File: config.mk
export PLATFORM = sky130hd
export DESIGN_NAME = bmp24_stream_decoder
export DESIGN_NICKNAME = d
export VERILOG_FILES = /design/src/hdl/bmp24_pkg.sv /design/src/hdl/bmp24_stream_decoder.sv
export VERILOG_INCLUDE_DIRS = /design/src /design/src/hdl
export SDC_FILE = /design/constraint.sdc
export NUM_CORES = 1
export LEC_CHECK = 0
export ABC_AREA = 1
export BUFFER_PORTS_ARGS = -buffer_cell sky130_fd_sc_hd__buf_2
export CORE_ASPECT_RATIO = 0.9
export CORE_MARGIN = 2
export CORE_UTILIZATION = 25
export CTS_CLUSTER_DIAMETER = 150
export DETAILED_ROUTE_END_ITERATION = 10
export GPL_ROUTABILITY_DRIVEN = 0
export GPL_TIMING_DRIVEN = 1
export HOLD_SLACK_MARGIN = 0.02
export SLEW_MARGIN = 20
export SYNTH_ARGS = -nofsm -noshare
export SYNTH_HDL_FRONTEND = slang
export SYNTH_SLANG_ARGS = --single-unit
File: constraint.sdc
create_clock -name clock -period 10.5 [get_ports clock]
set_input_delay 2.1 -clock clock [delete_from_list [all_inputs] [get_ports clock]]
set_output_delay 2.1 -clock clock [all_outputs]
set_load 0.005 [all_outputs]
File: src/hdl/bmp24_stream_decoder_defines.svh
// ----------------------------------------------------------------------------
// BMP stream decoder assertion macros
// Shared property shorthands for the decoder checks, clocked on clock and
// switched off while reset is high.
// ----------------------------------------------------------------------------
`ifndef BMP24_STREAM_DECODER_DEFINES_SVH
`define BMP24_STREAM_DECODER_DEFINES_SVH

// The consequent must hold in the same cycle as the antecedent.
`define BMP24_ASSERT_NOW(label, ante, cons, msg) \
   label: assert property (@(posedge clock) disable iff (reset) (ante) |-> (cons)) \
      else $error(msg);

// The consequent must hold in the cycle after the antecedent.
`define BMP24_ASSERT_NEXT(label, ante, cons, msg) \
   label: assert property (@(posedge clock) disable iff (reset) (ante) |=> (cons)) \
      else $error(msg);

`endif

File: src/hdl/bmp24_pkg.sv
// ----------------------------------------------------------------------------
// BMP stream decoder package
// Request and response payload types, result kinds and header layout.
// ----------------------------------------------------------------------------
`default_nettype none

package bmp24_pkg;

   typedef enum logic [2:0] {
      KIND_PIXEL         = 3'd0,
      KIND_HEADER_OK     = 3'd1,
      KIND_BAD_SIGNATURE = 3'd2,
      KIND_NOT_24BPP     = 3'd3,
      KIND_COMPRESSED    = 3'd4,
      KIND_TOO_LARGE     = 3'd5,
      KIND_BAD_OFFSET    = 3'd6
   } kind_type;

   typedef struct packed {
      logic [7:0] data_byte;
      logic       start_of_file;
   } req_type;

   typedef struct packed {
      kind_type    kind;
      logic [11:0] column;
      logic [11:0] dest_row;
      logic [25:0] dest_address;
      logic [7:0]  red;
      logic [7:0]  green;
      logic [7:0]  blue;
      logic [7:0]  alpha;
      logic [12:0] image_width;
      logic [12:0] image_height;
      logic        last_pixel;
   } rsp_type;

   // Byte positions of the header fields, all little-endian.
   localparam logic [5:0]  HDR_SIG_POS    = 6'd0;
   localparam logic [5:0]  HDR_OFFSET_POS = 6'd10;
   localparam logic [5:0]  HDR_WIDTH_POS  = 6'd18;
   localparam logic [5:0]  HDR_HEIGHT_POS = 6'd22;
   localparam logic [5:0]  HDR_BPP_POS    = 6'd28;
   localparam logic [5:0]  HDR_COMP_POS   = 6'd30;
   localparam logic [5:0]  HDR_LAST_POS   = 6'd53;
   localparam logic [31:0] HDR_BYTES      = 32'd54;

   localparam logic [15:0] BMP_SIGNATURE  = 16'h4D42;
   localparam logic [15:0] BMP_BPP        = 16'd24;
   localparam logic [7:0]  ALPHA_OPAQUE   = 8'hFF;

endpackage

`default_nettype wire

File: src/hdl/bmp24_stream_decoder.sv
// ----------------------------------------------------------------------------
// BMP 24-bit stream decoder
// Parses the header of an uncompressed 24 bpp BMP file arriving one byte at a
// time, then turns each BGR triple into an RGBA pixel with its address in a
// top-down destination buffer.
// ----------------------------------------------------------------------------
//   Channel   Direction   Payload               Handshake
//   req_      in          bmp24_pkg::req_type   req_valid / req_stall
//   rsp_      out         bmp24_pkg::rsp_type   rsp_valid / rsp_stall
//
// One byte is accepted per cycle when req_stall is low; rsp_ is registered.
// The header check, the pixel address multiply-add and the state update all
// complete in the cycle the byte is accepted.
// A two-entry output buffer absorbs rsp_stall; req_stall rises only when both
// entries are full.
// Reset (synchronous) returns the block to idle, waiting for a start of file.
// ----------------------------------------------------------------------------
`default_nettype none

`include "bmp24_stream_decoder_defines.svh"

module bmp24_stream_decoder #(
   parameter int MAX_WIDTH  = 4096,
   parameter int MAX_HEIGHT = 4096
) (
   input  wire                logic clock,
   input  wire                logic reset,
   input  wire                logic req_valid,
   output                     logic req_stall,
   input  wire bmp24_pkg::req_type req_data,
   output                     logic rsp_valid,
   input  wire                logic rsp_stall,
   output      bmp24_pkg::rsp_type rsp_data
);

   localparam int WIDTH_BITS  = $clog2(MAX_WIDTH + 1);
   localparam int HEIGHT_BITS = $clog2(MAX_HEIGHT + 1);
   localparam int PROD_BITS   = (WIDTH_BITS + HEIGHT_BITS + 1 > 24) ?
                                (WIDTH_BITS + HEIGHT_BITS + 1) : 24;
   localparam int COL_EXT     = (WIDTH_BITS > 12) ? WIDTH_BITS : 12;
   localparam int ROW_EXT     = (HEIGHT_BITS > 12) ? HEIGHT_BITS : 12;

   typedef enum logic [5:0] {
      PH_IDLE   = 6'b000001,
      PH_HEADER = 6'b000010,
      PH_SKIP   = 6'b000100,
      PH_PIXELS = 6'b001000,
      PH_PAD    = 6'b010000,
      PH_DONE   = 6'b100000
   } phase_type;

   phase_type               phase_ff, phase_in, phase_eff;
   logic [31:0]             pos_ff, pos_in, pos_eff;
   logic [15:0]             sig_ff, sig_in;
   logic [31:0]             offset_ff, offset_in;
   logic [31:0]             width_ff, width_in;
   logic [31:0]             height_ff, height_in;
   logic [15:0]             bpp_ff, bpp_in;
   logic [31:0]             comp_ff, comp_in;
   logic [WIDTH_BITS-1:0]   col_ff, col_in;
   logic [HEIGHT_BITS-1:0]  row_ff, row_in;
   logic [1:0]              tri_ff, tri_in;
   logic [1:0]              pad_ff, pad_in;
   logic [7:0]              blue_ff, blue_in;
   logic [7:0]              green_ff, green_in;

   logic                    out_valid_ff, out_valid_in;
   bmp24_pkg::rsp_type      out_ff, out_in;
   logic                    skid_valid_ff, skid_valid_in;
   bmp24_pkg::rsp_type      skid_ff, skid_in;

   logic                    accept;
   logic                    start;
   logic                    res_valid;
   bmp24_pkg::rsp_type      res;
   logic [5:0]              hdr_pos;
   logic [7:0]              b;

   logic [WIDTH_BITS-1:0]   width_w;
   logic [HEIGHT_BITS-1:0]  height_h;
   logic [HEIGHT_BITS-1:0]  drow;
   logic [WIDTH_BITS-1:0]   col_next;
   logic [HEIGHT_BITS-1:0]  row_next;
   logic                    col_end;
   logic                    last;
   logic [PROD_BITS-1:0]    prod;
   logic [COL_EXT-1:0]      col_ext;
   logic [ROW_EXT-1:0]      drow_ext;
   logic [32:0]             skip_next;
   bmp24_pkg::kind_type     hdr_kind;

   assign accept    = req_valid && !req_stall;
   assign req_stall = skid_valid_ff;
   assign rsp_valid = out_valid_ff;
   assign rsp_data  = out_ff;

   assign start     = accept && req_data.start_of_file;
   assign phase_eff = start ? PH_HEADER : phase_ff;
   assign pos_eff   = start ? 32'd0 : pos_ff;
   assign hdr_pos   = pos_eff[5:0];
   assign b         = req_data.data_byte;

   // Pixel geometry; the header has already bounded width and height.
   assign width_w   = width_ff[WIDTH_BITS-1:0];
   assign height_h  = height_ff[HEIGHT_BITS-1:0];
   assign drow      = height_h - HEIGHT_BITS'(1) - row_ff;
   assign col_next  = col_ff + WIDTH_BITS'(1);
   assign row_next  = row_ff + HEIGHT_BITS'(1);
   assign col_end   = (col_next == width_w);
   assign last      = col_end && (row_next == height_h);
   assign prod      = PROD_BITS'(drow) * PROD_BITS'(width_w) + PROD_BITS'(col_ff);
   assign col_ext   = COL_EXT'(col_ff);
   assign drow_ext  = ROW_EXT'(drow);
   assign skip_next = {1'b0, pos_ff} + 33'd1;

   always_comb begin
      if (sig_ff != bmp24_pkg::BMP_SIGNATURE) begin
         hdr_kind = bmp24_pkg::KIND_BAD_SIGNATURE;
      end else if (bpp_ff != bmp24_pkg::BMP_BPP) begin
         hdr_kind = bmp24_pkg::KIND_NOT_24BPP;
      end else if (comp_ff != 32'd0) begin
         hdr_kind = bmp24_pkg::KIND_COMPRESSED;
      end else if (width_ff > 32'(MAX_WIDTH) || height_ff > 32'(MAX_HEIGHT)) begin
         hdr_kind = bmp24_pkg::KIND_TOO_LARGE;
      end else if (offset_ff < bmp24_pkg::HDR_BYTES) begin
         hdr_kind = bmp24_pkg::KIND_BAD_OFFSET;
      end else begin
         hdr_kind = bmp24_pkg::KIND_HEADER_OK;
      end
   end

   always_comb begin
      phase_in  = phase_ff;
      pos_in    = pos_ff;
      sig_in    = sig_ff;
      offset_in = offset_ff;
      width_in  = width_ff;
      height_in = height_ff;
      bpp_in    = bpp_ff;
      comp_in   = comp_ff;
      col_in    = col_ff;
      row_in    = row_ff;
      tri_in    = tri_ff;
      pad_in    = pad_ff;
      blue_in   = blue_ff;
      green_in  = green_ff;

      res_valid          = 1'b0;
      res                = '0;
      res.kind           = bmp24_pkg::KIND_HEADER_OK;
      res.alpha          = bmp24_pkg::ALPHA_OPAQUE;

      if (accept) begin
         case (phase_eff)
            PH_HEADER: begin
               // Every field byte is overwritten before the header is judged,
               // so no clearing is needed at the start of a file.
               if (hdr_pos < bmp24_pkg::HDR_SIG_POS + 6'd2) begin
                  sig_in[{hdr_pos[0], 3'b000} +: 8] = b;
               end
               if (hdr_pos >= bmp24_pkg::HDR_OFFSET_POS &&
                   hdr_pos <  bmp24_pkg::HDR_OFFSET_POS + 6'd4) begin
                  offset_in[{2'(hdr_pos - bmp24_pkg::HDR_OFFSET_POS), 3'b000} +: 8] = b;
               end
               if (hdr_pos >= bmp24_pkg::HDR_WIDTH_POS &&
                   hdr_pos <  bmp24_pkg::HDR_WIDTH_POS + 6'd4) begin
                  width_in[{2'(hdr_pos - bmp24_pkg::HDR_WIDTH_POS), 3'b000} +: 8] = b;
               end
               if (hdr_pos >= bmp24_pkg::HDR_HEIGHT_POS &&
                   hdr_pos <  bmp24_pkg::HDR_HEIGHT_POS + 6'd4) begin
                  height_in[{2'(hdr_pos - bmp24_pkg::HDR_HEIGHT_POS), 3'b000} +: 8] = b;
               end
               if (hdr_pos >= bmp24_pkg::HDR_BPP_POS &&
                   hdr_pos <  bmp24_pkg::HDR_BPP_POS + 6'd2) begin
                  bpp_in[{1'(hdr_pos - bmp24_pkg::HDR_BPP_POS), 3'b000} +: 8] = b;
               end
               if (hdr_pos >= bmp24_pkg::HDR_COMP_POS &&
                   hdr_pos <  bmp24_pkg::HDR_COMP_POS + 6'd4) begin
                  comp_in[{2'(hdr_pos - bmp24_pkg::HDR_COMP_POS), 3'b000} +: 8] = b;
               end
               pos_in = pos_eff + 32'd1;
               phase_in = PH_HEADER;
               if (hdr_pos == bmp24_pkg::HDR_LAST_POS) begin
                  res_valid = 1'b1;
                  res.kind  = hdr_kind;
                  if (hdr_kind != bmp24_pkg::KIND_HEADER_OK) begin
                     phase_in = PH_DONE;
                  end else begin
                     res.image_width  = width_ff[12:0];
                     res.image_height = height_ff[12:0];
                     col_in = '0;
                     row_in = '0;
                     tri_in = 2'd0;
                     pad_in = 2'd0;
                     pos_in = bmp24_pkg::HDR_BYTES;
                     if (width_ff == 32'd0 || height_ff == 32'd0) begin
                        phase_in = PH_DONE;
                     end else if (offset_ff == bmp24_pkg::HDR_BYTES) begin
                        phase_in = PH_PIXELS;
                     end else begin
                        phase_in = PH_SKIP;
                     end
                  end
               end
            end
            PH_SKIP: begin
               if (skip_next >= {1'b0, offset_ff}) begin
                  phase_in = PH_PIXELS;
               end
               pos_in = skip_next[31:0];
            end
            PH_PIXELS: begin
               case (tri_ff)
                  2'd0: begin
                     blue_in = b;
                     tri_in  = 2'd1;
                  end
                  2'd1: begin
                     green_in = b;
                     tri_in   = 2'd2;
                  end
                  default: begin
                     tri_in           = 2'd0;
                     res_valid        = 1'b1;
                     res.kind         = bmp24_pkg::KIND_PIXEL;
                     res.column       = col_ext[11:0];
                     res.dest_row     = drow_ext[11:0];
                     res.dest_address = {prod[23:0], 2'b00};
                     res.red          = b;
                     res.green        = green_ff;
                     res.blue         = blue_ff;
                     res.last_pixel   = last;
                     col_in           = col_next;
                     if (col_end) begin
                        col_in = '0;
                        if (last) begin
                           phase_in = PH_DONE;
                        end else begin
                           row_in = row_next;
                           // Rows are padded by width mod 4 bytes.
                           pad_in = width_ff[1:0];
                           if (width_ff[1:0] != 2'd0) begin
                              phase_in = PH_PAD;
                           end
                        end
                     end
                  end
               endcase
            end
            PH_PAD: begin
               pad_in = pad_ff - 2'd1;
               if (pad_ff == 2'd1) begin
                  phase_in = PH_PIXELS;
               end
            end
            default: begin
            end
         endcase
      end
   end

   // Output register with a skid entry behind it.
   always_comb begin
      out_valid_in  = out_valid_ff;
      out_in        = out_ff;
      skid_valid_in = skid_valid_ff;
      skid_in       = skid_ff;
      if (out_valid_ff && !rsp_stall) begin
         out_valid_in = 1'b0;
      end
      if (skid_valid_ff && !out_valid_in) begin
         out_in        = skid_ff;
         out_valid_in  = 1'b1;
         skid_valid_in = 1'b0;
      end
      if (res_valid) begin
         if (!out_valid_in) begin
            out_in       = res;
            out_valid_in = 1'b1;
         end else begin
            skid_in       = res;
            skid_valid_in = 1'b1;
         end
      end
   end

   always_ff @(posedge clock) begin
      if (reset) begin
         phase_ff      <= PH_IDLE;
         pos_ff        <= 32'd0;
         col_ff        <= '0;
         row_ff        <= '0;
         tri_ff        <= 2'd0;
         pad_ff        <= 2'd0;
         out_valid_ff  <= 1'b0;
         skid_valid_ff <= 1'b0;
      end else begin
         phase_ff      <= phase_in;
         pos_ff        <= pos_in;
         col_ff        <= col_in;
         row_ff        <= row_in;
         tri_ff        <= tri_in;
         pad_ff        <= pad_in;
         out_valid_ff  <= out_valid_in;
         skid_valid_ff <= skid_valid_in;
      end
   end

   always_ff @(posedge clock) begin
      sig_ff    <= sig_in;
      offset_ff <= offset_in;
      width_ff  <= width_in;
      height_ff <= height_in;
      bpp_ff    <= bpp_in;
      comp_ff   <= comp_in;
      blue_ff   <= blue_in;
      green_ff  <= green_in;
      out_ff    <= out_in;
      skid_ff   <= skid_in;
   end

   `BMP24_ASSERT_NOW(a_skid_behind_out, skid_valid_ff, out_valid_ff, "skid entry held without an output entry")
   `BMP24_ASSERT_NEXT(a_done_sticky, phase_ff == PH_DONE && !start, phase_ff == PH_DONE, "decoder left done without a start of file")
   `BMP24_ASSERT_NOW(a_pixel_needs_image, res_valid && res.kind == bmp24_pkg::KIND_PIXEL, width_ff != 32'd0 && height_ff != 32'd0, "pixel produced for an empty image")
   `BMP24_ASSERT_NEXT(a_result_kept, out_valid_ff && rsp_stall, out_valid_ff, "stalled response dropped")

endmodule

`default_nettype wire
=== Word level (Yosys, flattened, before mapping) ===
Index checks and enable logic that the tools add are counted.

* Word-level logic and storage cells: 213
* Output and inout bits: 114
* Bits of input ports: 13
* Bits in registers: 462

* Equality and inequality tests: 21
* Shift-type cells: 12
* Reduce and logical (&&, ||, !) cells: 40
* $add $sub $neg: 19
* $mul: 1
* Multiplexer cells: 68
* $lt $le $gt $ge: 15

{| class="wikitable"
|+ Operators by type and width
! kind !! count
|-
| $mux W112 || 3
|-
| $bwmux W32 || 4
|-
| $shift A8 B7 Y32 const A || 4
|-
| $shiftx A8 B7 Y32 || 4
|-
| $mux W32 || 3
|-
| $mux W13 || 7
|-
| $mux W26 || 3
|-
| $mux W77 || 1
|-
| $mux W75 || 1
|-
| $mux W74 || 1
|-
| $gt A32 B13 Y1 const B || 2
|-
| $logic_not A32 Y1 || 2
|-
| $pmux W32 S2 || 1
|-
| $mux W6 || 10
|-
| $pmux W13 S2 || 2
|-
| $add A32 B1 Y33 const B || 1
|-
| $ge A33 B32 Y1 || 1
|-
| $add A32 B1 Y32 const B || 1
|-
| $bwmux W16 || 2
|-
| $eq A32 B6 Y1 const B || 1
|-
| $lt A32 B6 Y1 const B || 1
|-
| $reduce_bool A32 Y1 || 1
|-
| $shift A8 B6 Y16 const A || 2
|-
| $shiftx A8 B6 Y16 || 2
|-
| other kinds (51) || 116
|}

=== Longest topological paths before layout ===
Gate-level depths: netlist (run 1).

* Word-level depth: 13
* Depth in mapped cells: 38

=== Worst setup path before layout (run 1) ===
No wires, ideal clock.

* Kind: register -> register
* Start point: register row_ff[0]
* End point: register skid_ff[83] in the netlist's numbering, data pin
* Clock period less this slack: 6904 ps
* Cell stages (with the launch flop): 37
* Data required time: 10248 ps
* Path buffers: 0
* Arrival time: 6652 ps
* Path slack: 3596 ps
* Cells stage by stage: dfxtp_1 > inv_1 > ha_1 > inv_1 > fa_1 > inv_1 > nand2_1 > a21oi_1 > nand2_1 > nand2_1 > xor2_1 > clkinv_1 > nor2_1 > fa_1 > inv_1 > fa_1 > inv_1 > fa_1 > fa_1 > fa_1 > inv_1 > fa_1 > inv_1 > ha_1 > a21oi_1 > o21ai_0 > inv_1 > nor2_1 > nor2_1 > nand3_1 > nand2_1 > nand2_1 > nand2_1 > nand2_1 > or2_2 > nand3_1 > inv_1

{| class="wikitable"
|+ RTL lines
! item !! line !! RTL
|-
| from (decl) || bmp24_stream_decoder.sv:61 || <nowiki>logic [HEIGHT_BITS-1:0] row_ff, row_in;</nowiki>
|-
| from (signal assigned) || bmp24_stream_decoder.sv:301 || <nowiki>row_ff <= row_in;</nowiki>
|-
| to (signal assigned) || bmp24_stream_decoder.sv:319 || <nowiki>skid_ff <= skid_in;</nowiki>
|-
| to (decl) || bmp24_stream_decoder.sv:70 || <nowiki>bmp24_pkg::rsp_type skid_ff, skid_in;</nowiki>
|}

==> summary.txt, run 1 <==
Die
  – Core area: 111000 um2
  – Row cnt: 116
  – Die Y-Extent: 322 um
  – Die X: about 360 um
  – IO Count: 127
  – Area of the die: ~110000 um2
  – Initial core utilization: 25.2%

STA
  – Setup ws final: around 2.8 ns
  – RSZ-0062 raised after global routing: false
  – Clock skew: between 0.03 and 0.04 ns
  – Rel. slew slack: between 30 and 40%
  – Setup-failing EPs final: 0
  – Max Fclk: ~130 MHz
  – Tcrit/Tclk final: about three quarters
  – Slew Limit Fails: 0
  – Worst slew pin tran: 1.01 ns
  – Hold Fails Final Rpt: 0
  – Min cycle time layout: 7.67 ns
  – Setup total negative slack: 0 ns

Finish
  – Final Non-Filler Cells: 4908
  – Total Nets Final: 3665
  – Layout cell share with drive strength beyond 1: under 10%
  – Area growth syn-to-layout: 14.0%
  – Final instance area: 32000 um2
  – Final Util: 28.8%
  – FILL cells: 11.9k

Logic synthesis
  – Post-synth EDFFs: about 280
  – Dominant cells by area after synthesis: edfxtp_1 30%, dfxtp_1 13%, nand2_1 9.7%
  – Async SR Flop Fraction: 0%
  – XOR/XNOR Fraction of Synth Area: roughly 1.9%
  – Mux cell area share after synthesis: 1.57%
  – Share of the synthesized area in the top cell type: 29.8%
  – Syn avg cell area: roughly 8.5 um2
  – Synth Area in Simple Gates: around 23%
  – Seq/Total Area, Yosys: a little over two fifths
  – Synth Area in Adders: 15.2%
  – Most frequent cells after synthesis: 723 x nand2_1, 454 x inv_1, 437 x nor2_1, 278 x edfxtp_1, 182 x dfxtp_1
  – FF+latch count, synth: 460
  – Synthesis Warnings: 0
  – Cell count after synthesis: 3298
  – Dominant cell by count in the synthesized netlist: nand2_1
  – Post-synth cell types: 58
  – Compound-gate portion of the synthesized area: 7.41%
  – Post-synthesis cell area: around 28000 um2
  – Area leader, netlist: edfxtp_1
  – Synthesized net count: between 3k and 4k
  – Largest family of logic cells by synthesized area: simple AND/OR/NAND/NOR gates
  – Ys flop type: edfxtp_1

Worst setup path
  – Crit start category: register
  – R2R Setup Slk: 2.83 ns
  – FF-to-FF Start: row_ff[0]
  – Max FO, Critical Path: 10
  – Top cell by count, worst path: inv_1
  – Slowest cell on the critical path: fa_1
  – Req. time, crit path: 10.87 ns
  – Worst Setup End Kind: register
  – Crit path DAT: 8.04 ns
  – Kind of critical path: reg -> reg
  – Reg-to-Reg End: skid_ff[83]
  – R2r worst-path depth: 36
  – Max incr delay on CP: 0.55 ns

Power
  – Sw Share: between 20% and 30%
  – Combinational power share: ~4%
  – Cell area power density: 124 nW/um2
  – Clk network pwr share: 47.4%
  – Flop pwr share: 48.6%
  – Max IR drop VDD: 0.114 mV
  – Leakage: 13.8 nW
  – NetSw: 0.915 mW
  – P_int: between 3 and 4 mW

Hold path
  – HP Class: reg -> reg
  – Hold path depth: 2
  – Hold EP: rsp_data[27]
  – Hold wc startpoint: rsp_data[27]

Clock network
  – Clock sink count: 460
  – Clock slew at reported path FFs: 0.06 ns
  – Post-cts repair resize count: 0
  – Num CTS Buffers: 52
  – H-Tree Depth: 2
  – Hold-fix buffers at CTS: 0
  – TritonCTS clock tree: done
  – Setup bufs post-CTS: 0
  – Skew-Pair Late Insertion Delay: a little over 0.6 ns
  – CTS max path bufs: 3
  – Root Buffer: clkbuf_16

Route
  – Total wire length: 79100 um
  – Routed WL per cell: 16.1 um
  – Vias per cell: approximately 4.5
  – Violation count after the first detailed-route iteration: 1800
  – Via Count: 22.2k
  – Pre-antenna DRT Iters: 6
  – Post-detailed-route count of antenna-violating nets: 0
  – Remaining DRCs: 0

Placed design
  – Placement Setup Slack: 2.82 ns
  – HPWL after DPL: 58900 um
  – Placed Instance Area: 30200 um2
  – Inst Count DP: 4811
  – Port buffer count: roughly 130

Global route
  – Gr ovfl total: 0
  – Vias in the first global route: 21.4k
  – First-pass GRT wire length: 123000 um
  – Total track usage: about 14%
  – Pin count of the biggest net entering global routing: between 90 and 100
  – Initial antenna violation count: 1

Status
  – Status: complete, no violations

Job
  – Max cap viols: 0
-- power groups by stage --
stage          Clock (mW)  Sequential (mW)  Combinational [mW]
2_1_floorplan           0             1.96               0.109
3_3_place_gp            0             1.97               0.158
3_5_place_dp            0             1.97               0.159
4_1_cts              1.92             1.93               0.160
5_1_grt              1.99             1.93               0.180
6_report             1.88             1.93               0.160
-- through the flow --
step / hold slack [ns] / total power, mW
after floorplan: 0.440 / 2.07
after global placement: 0.424 / 2.12
after detailed placement: 0.430 / 2.13
after CTS: 0.443 / 4.01
after global routing: 0.462 / 4.10
final: 0.439 / 3.97
-- sequential cells by signal (all words and copies together), names as in the netlist, 16 cells and up --
name and cells:
sig_ff 16, skid_ff 102, rsp_data 112, width_ff 32, comp_ff 32, offset_ff 32, pos_ff 32, height_ff 32
bpp_ff 16
-- how the worst max path moves through the flow --
stage | startpoint | end | slack, ns | cells past startpoint
5_1_grt | row_ff[0] | skid_ff[84] | 2.22 | 35
3_5_place_dp | row_ff[0] | skid_ff[83] | 2.82 | 36
6_report | row_ff[0] | skid_ff[83] | 2.83 | 36
3_3_place_gp | row_ff[0] | skid_ff[83] | 2.87 | 36
2_1_floorplan | row_ff[0] | skid_ff[83] | 3.60 | 36
4_1_cts | row_ff[0] | skid_ff[83] | 2.83 | 36
-- critical path: cells and delay by family (launching register included) --
family                   cells  cell delay (ns)
AO/OA/AOI/OAI                3             0.59
flip-flops                   1             0.32
adder cells (fa/ha/maj)      9             3.67
AND/OR/NAND/NOR             13             1.40
buffers and inverters       10             1.07
XOR/XNOR                     1             0.37
-- cell type report --
| class | count | area, um2 | area share, % |
|---|---|---|---|
| Clock buffer | 64 | 1380 | 4.30 |
| Sequential cell | 460 | 12000 | 37.5 |
| Clock inverter | 32 | 379 | 1.19 |
| Multi-Input combinational cell | 2259 | 13800 | 43.2 |
| Antenna cell | 1 | 2.50 | 0.00783 |
| Timing Repair Buffer | 144 | 766 | 2.39 |
| Inverter | 473 | 1790 | 5.60 |
| Tap cell | 1475 | 1850 | 5.77 |
-- layout by cell type (no fill, tap or decap), types with 6 or more instances in the layout --
cell type	synthesis	final
clkinv_1	8	10
a21oi_1	161	160
clkbuf_16	0	52
a31oi_1	11	11
nand2_2	6	6
nand3b_1	6	6
a22o_1	6	6
bufinv_16	0	6
nor2_1	437	435
nor2_2	13	13
nor3_2	6	6
xor2_1	44	44
xnor2_1	16	16
o211ai_1	10	10
ha_1	132	132
edfxtp_1	278	278
nor4_1	18	17
clkinv_4	2	6
o21ai_0	114	114
nor3_1	78	78
fa_1	130	130
o21a_1	6	6
clkbuf_1	67	9
inv_2	9	9
dfxtp_1	182	182
mux2i_1	44	44
inv_1	454	453
nor2_4	8	10
nand3_1	129	129
buf_2	22	126
nand4_1	74	74
a21o_1	39	39
buf_4	3	18
clkinv_2	0	9
nand2_1	723	723
-- routing by layer --
layer  global-route usage [%]  routed length, um  vias up
li1                         -                  -    10930
met1                     18.9              36900    10517
met5                        0                 13        -
met2                     21.8              35600      624
met4                     3.18               1670        2
met3                     2.33               4800      111
-- kinds of logic after synthesis --
family | Yosys count
multiplexers | 44
XOR/XNOR | 60
AND/OR/NAND/NOR | 1523
buffers and inverters | 579
flip-flops | 460
adder cells (fa/ha/maj) | 262
AO/OA/AOI/OAI | 370
(Power assumes the default switching activity.)
==> inputs of run 2 (changes only) <==
--- a/config.mk
+++ b/config.mk
@@ -6,7 +6,7 @@
 export SDC_FILE = /design/constraint.sdc
 export NUM_CORES = 1
 export LEC_CHECK = 0
-export ABC_AREA = 1
+export ABC_AREA = 0
 export BUFFER_PORTS_ARGS = -buffer_cell sky130_fd_sc_hd__buf_2
 export CORE_ASPECT_RATIO = 0.9
 export CORE_MARGIN = 2
==> constraint.sdc (replaced) <==
create_clock -name clock -period 7.9 [get_ports clock]
set_input_delay 1.58 -clock clock [delete_from_list [all_inputs] [get_ports clock]]
set_output_delay 1.58 -clock clock [all_outputs]
set_load 0.005 [all_outputs]
==> summary.txt, run 2 <==
Global route
  – First-pass GRT wire length: 113000 um
  – Met3 Usage GRT: between 2 and 2.5%
  – Global routing usage on met2: 20.9%
  – Gr ovfl total: 0
  – Total track usage: 13.1%
  – Initial antenna violation count: 3
  – Pin count of the biggest net entering global routing: 124
  – Top Usage Layer GRT: met2
  – Vias in the first global route: 18.7k
  – Met1 GRT Util: between 10% and 20%

Die
  – IO Count: 127
  – Core area: 107000 um2
  – Initial core utilization: 25.2%
  – Row cnt: 114
  – Die X: 351 um
  – Area of the die: approximately 110000 um2
  – Die Y-Extent: 316 um

Clock network
  – Num CTS Buffers: 46
  – TritonCTS clock tree: done
  – H-Tree Depth: 2
  – Clock sink count: 460
  – Hold-fix buffers at CTS: 0
  – Root Buffer: clkbuf_16
  – Skew-Pair Late Insertion Delay: between 0.6 and 0.7 ns
  – CTS max path bufs: 3
  – Clock slew at reported path FFs: 0.07 ns

Worst setup path
  – Crit start category: register
  – WP buf/inv: 4
  – Crit path DAT: around 7.9 ns
  – Slowest cell on the critical path: fa_1
  – Top cell by count, worst path: fa_1
  – Worst Setup End Kind: register
  – Req. time, crit path: 8.23 ns
  – Largest delay share family, worst path: adder cells
  – Kind of critical path: reg -> reg
  – Max FO, Critical Path: 8
  – Max incr delay on CP: 0.55 ns

Logic synthesis
  – Post-synth cell types: 95
  – Area leader, netlist: edfxtp_1
  – Dominant cells by area after synthesis: edfxtp_1 31%, dfxtp_1 13%, fa_1 9.6%
  – Share of the synthesized area in the top cell type: about 30%
  – Synthesized net count: 2906
  – Post-synthesis cell area: between 20000 and 30000 um2
  – Synthesis Warnings: 0
  – Async SR Flop Fraction: 0%
  – Seq/Total Area, Yosys: 44.2%
  – Post-synth EDFFs: 278
  – Most frequent cells after synthesis: 278 x edfxtp_1, 247 x nand2_1, 239 x inv_1, 193 x and2_1, 182 x dfxtp_1
  – Cell count after synthesis: 2631
  – Dominant cell by count in the synthesized netlist: edfxtp_1
  – FF+latch count, synth: 460
  – Ys flop type: edfxtp_1
  – Syn avg cell area: 10.3 um2

Power
  – Leakage: 11.8 nW
  – Max IR drop VDD: 0.143 mV
  – Cell area power density: 162 nW/um2

Finish
  – Final instance area: 31100 um2
  – Antenna cell count: 0
  – FILL cells: between 10k and 15k
  – Largest register FFs: ~110
  – Area growth syn-to-layout: 14.8%
  – Total Nets Final: 2989
  – Leading cell type in the layout, fill and taps excluded: edfxtp_1
  – Layout cell share with drive strength beyond 1: 11.0%
  – Most frequent cells in the layout: 278 x edfxtp_1, 247 x nand2_1, 239 x inv_1

STA
  – Clock skew: 0.0241 ns
  – Slew Limit Fails: 0
  – Min cycle time layout: 7.54 ns
  – RSZ-0062 raised after global routing: false
  – Setup total negative slack: 0 ns
  – Setup-failing EPs final: 0
  – Rel. slew slack: 34.8%
  – Hold Fails Final Rpt: 0
  – Worst slew pin tran: 0.979 ns
  – Tcrit/Tclk final: 95.4%
  – Max Fclk: 133 MHz

Status
  – Status: complete, no violations

Placed design
  – Port buffer count: 126
  – HPWL after DPL: 54900 um
  – Placed Instance Area: 29400 um2

Route
  – Via Count: 19.4k
  – Total wire length: 74400 um
  – Post-detailed-route count of antenna-violating nets: 0
  – Vias per cell: 4.61
  – Pre-antenna DRT Iters: 6
  – Routed WL per cell: 17.7 um
  – Remaining DRCs: 0
  – Violation count after the first detailed-route iteration: 1597

Job
  – Max cap viols: 0

Hold path
  – HP Class: reg -> reg
run 2: cell count changes after synthesis, sizes merged, moves of 49 or more:
cell,before,now
xnor2,16,65
inv,463,239
mux2i,44,105
nor3,84,25
and2,1,193
nor2,458,169
nand4,76,22
a21oi,161,87
nand3,132,56
nand2,732,248
run 2: layer usage:
metal / wire length, um / share of wire, % / vias to the layer above
li1: - / - / 9312
met1: 34200 / 46 / 9433
met2: 33900 / 46 / 531
met3: 4270 / 5.7 / 102
met4: 2070 / 2.8 / 0
met5: 0 / 0 / -
run 2: final cells by class:
type	count	area (um2)	area share (%)
Sequential cell	460	12000	38.5
Clock buffer	62	1240	3.99
Tap cell	1450	1810	5.83
Inverter	240	901	2.89
Clock inverter	24	385	1.24
Timing Repair Buffer	175	1030	3.30
Multi-Input combinational cell	1791	13800	44.2
run 2: cells by family (layout without fill, tap and decap cells):
kind of cell,Yosys count,in the layout,share of synthesized area [%]
flip-flops,460,460,44.2
multiplexers,107,107,3.96
AO/OA/AOI/OAI,411,411,9.83
adder cells (fa/ha/maj),262,262,15.7
AND/OR/NAND/NOR,914,914,17.6
XOR/XNOR,97,97,3.21
buffers and inverters,380,501,5.50
run 2: path summary, 6_finish.rpt:
check / startpoint / end / slack (ns) / cells past startpoint
setup reg to reg: height_ff[2] / skid_ff[79] / 0.36 / 27
setup / recovery: height_ff[2] / skid_ff[79] / 0.36 / 27
hold reg to reg: rsp_data[29] / rsp_data[29] / 0.44 / 1
hold / removal: rsp_data[29] / rsp_data[29] / 0.44 / 1
run 2: where the power goes:
| group | switching (mW) | internal [mW] | total, mW |
|---|---|---|---|
| Clock | 0.995 | 1.38 | 2.38 |
| Sequential | 0.00563 | 2.53 | 2.54 |
| Combinational | 0.103 | 0.0375 | 0.140 |
| Total | 1.10 | 3.95 | 5.06 |
run 2: through the flow:
stage                     hold slack [ns]  total power [mW]  std cells  utilization (%)  setup slack (ns)
after floorplan                     0.437              2.67       2631                -            0.0807
after global placement              0.421              2.73       4113             27.4             0.288
after detailed placement            0.425              2.73       4113             27.4             0.101
after CTS                           0.441              5.10       4199             28.9            0.0694
after global routing                0.450              5.21       4202             29.0           0.00412
final                               0.439              5.06       4202             29.0             0.364
run 2: worst reg2reg max path, stage by stage, from the launching register on:
cell and delay (ns):
edfxtp_1 0.46, ha_1 0.39, nor2b_1 0.16, o31a_1 0.35, o211ai_1 0.18, nor2b_1 0.24, xnor2_2 0.17, and2_1 0.21
fa_1 0.50, inv_1 0.05, fa_1 0.53, inv_1 0.05, fa_1 0.53, fa_1 0.44, fa_1 0.55, inv_1 0.05
fa_1 0.50, inv_1 0.04, ha_1 0.35, a21o_1 0.20, a21oi_1 0.18, nor2b_1 0.08, a311oi_2 0.27, a21boi_0 0.13
o21ai_1 0.24, o21ai_0 0.14, xnor2_1 0.22, nor2_1 0.06
run 2: timing repair:
action	CTS	global route
setup endpoints to repair	0	18
buffers inserted	0	3
resized for setup	0	14
==> inputs of run 3 (changes only) <==
--- a/config.mk
+++ b/config.mk
@@ -6,7 +6,7 @@
 export SDC_FILE = /design/constraint.sdc
 export NUM_CORES = 1
 export LEC_CHECK = 0
-export ABC_AREA = 0
+export ABC_AREA = 1
 export BUFFER_PORTS_ARGS = -buffer_cell sky130_fd_sc_hd__buf_2
 export CORE_ASPECT_RATIO = 0.9
 export CORE_MARGIN = 2
==> summary.txt, run 3 (synthesis gave the netlist of run 1 again) <==
Hold path
  – HP Class: reg -> reg
  – Hold wc startpoint: rsp_data[27]
  – Hold EP: rsp_data[27]
  – Hold path depth: 2

STA
  – Min cycle time layout: approximately 7.3 ns
  – Setup total negative slack: 0 ns
  – Worst slew pin tran: 1.03 ns
  – Hold Fails Final Rpt: 0
  – Slew Limit Fails: 0
  – Rel. slew slack: a little under a third
  – Max Fclk: about 140 MHz
  – RSZ-0062 raised after global routing: false
  – Setup-failing EPs final: 0
  – Tcrit/Tclk final: 92.9%
  – Clock skew: 0.0180 ns

Worst setup path
  – Crit path DAT: 7.70 ns
  – Slowest cell on the critical path: fa_1
  – R2r worst-path depth: 34
  – Max FO, Critical Path: 8
  – Worst Setup End Kind: register
  – Kind of critical path: reg -> reg
  – Reg-to-Reg End: skid_ff[78]
  – Top cell by count, worst path: inv_1
  – R2R Setup Slk: 0.56 ns
  – Crit start category: register
  – FF-to-FF Start: row_ff[0]
  – Req. time, crit path: slightly above 8 ns
  – Max incr delay on CP: 0.53 ns

Clock network
  – Clock slew at reported path FFs: 0.06 ns
  – TritonCTS clock tree: done
  – Setup bufs post-CTS: 0
  – Post-cts repair resize count: 0
  – Num CTS Buffers: 51
  – H-Tree Depth: 2
  – Skew-Pair Late Insertion Delay: 0.61 ns
  – Clock sink count: 460
  – Root Buffer: clkbuf_16
  – Hold-fix buffers at CTS: 0
  – CTS max path bufs: 3

Die
  – Initial core utilization: 25.2%
  – Row cnt: 116
  – Die Y-Extent: 322 um
  – Die X: between 300 and 400 um
  – Core area: between 100000 and 150000 um2
  – Area of the die: between 100000 and 150000 um2
  – IO Count: 127

Status
  – Status: complete, no violations

Finish
  – Area growth syn-to-layout: 14.6%
  – Largest register FFs: 112
  – Final Util: 28.9%
  – Most frequent cells in the layout: 722 x nand2_1, 453 x inv_1, 435 x nor2_1
  – Leading cell type in the layout, fill and taps excluded: nand2_1
  – Layout cell share with drive strength beyond 1: 9.09%
  – Final Non-Filler Cells: 4918
  – Total Nets Final: roughly 3.7k

Job
  – Max cap viols: 0

Placed design
  – Inst Count DP: 4822
  – HPWL after DPL: 59400 um
  – Port buffer count: around 130

Power
  – Cell area power density: 165 nW/um2
  – Max IR drop VDD: 0.149 mV
  – Leakage: approximately 14 nW

Global route
  – First-pass GRT wire length: 123000 um
  – Pin count of the biggest net entering global routing: 94
  – Vias in the first global route: approximately 21k
  – Total track usage: 13.6%
  – Initial antenna violation count: 1
  – Gr ovfl total: 0

Route
  – Via Count: roughly 22k
  – Pre-antenna DRT Iters: 7
  – Total wire length: 79300 um
  – Routed WL per cell: between 15 and 20 um
  – Violation count after the first detailed-route iteration: roughly 1.9k
  – Post-detailed-route count of antenna-violating nets: 0
  – Remaining DRCs: 0
  – Vias per cell: about 4.5
==> run 3: worst max-delay path: cells and delay by family, from the launching register on <==
family / cells / cell delay, ns
fa+ha+maj: 9 / 3.97
compound gates: 7 / 1.29
buf+inv: 11 / 0.89
simple gates: 6 / 0.53
flops: 1 / 0.33
xor+xnor: 1 / 0.08
==> run 3: layout make-up <==
cell class | count | area, um2
timing repair buffer | 155 | 873
inverter | 473 | 1790
fill | 11850 | 79000
antenna | 1 | 2.50
clock inverter | 33 | 345
sequential | 460 | 12000
tap | 1475 | 1850
clock buffer | 62 | 1450
multi-input combinational | 2259 | 13800
==> run 3: layer usage <==
layer / track usage (%) / up-vias / share of wire, %
li1: - / 10953 / -
met1: 18.7 / 10437 / 46
met2: 21.4 / 699 / 44
met3: 2.69 / 126 / 6.7
met4: 4.13 / 2 / 2.9
met5: 0 / - / 0.016
==> run 3: how the worst max path moves through the flow <==
stage	to	slack (ns)	start	depth (start not counted)
5_1_grt	skid_ff[83]	0.009	row_ff[0]	38
3_5_place_dp	skid_ff[83]	0.37	row_ff[0]	38
2_1_floorplan	skid_ff[83]	1.0	row_ff[0]	36
6_report	skid_ff[78]	0.56	row_ff[0]	34
3_3_place_gp	skid_ff[83]	0.39	row_ff[0]	38
4_1_cts	skid_ff[83]	0.38	row_ff[0]	38
==> run 3: where the power goes <==
part	total, mW	internal, mW	switching, mW
combinational	0.215	0.0638	0.152
clock	2.53	1.49	1.04
sequential	2.56	2.55	0.0161
==> run 3: through the flow <==
stage	hold slack [ns]	power, mW	instance area [um2]	worst slack [ns]
2_1_floorplan	0.440	2.75	28000	0.996
3_3_place_gp	0.423	2.82	30300	0.388
3_5_place_dp	0.430	2.83	30300	0.373
4_1_cts	0.445	5.35	32100	0.379
5_1_grt	0.459	5.47	32100	0.00935
6_report	0.444	5.31	32100	0.564
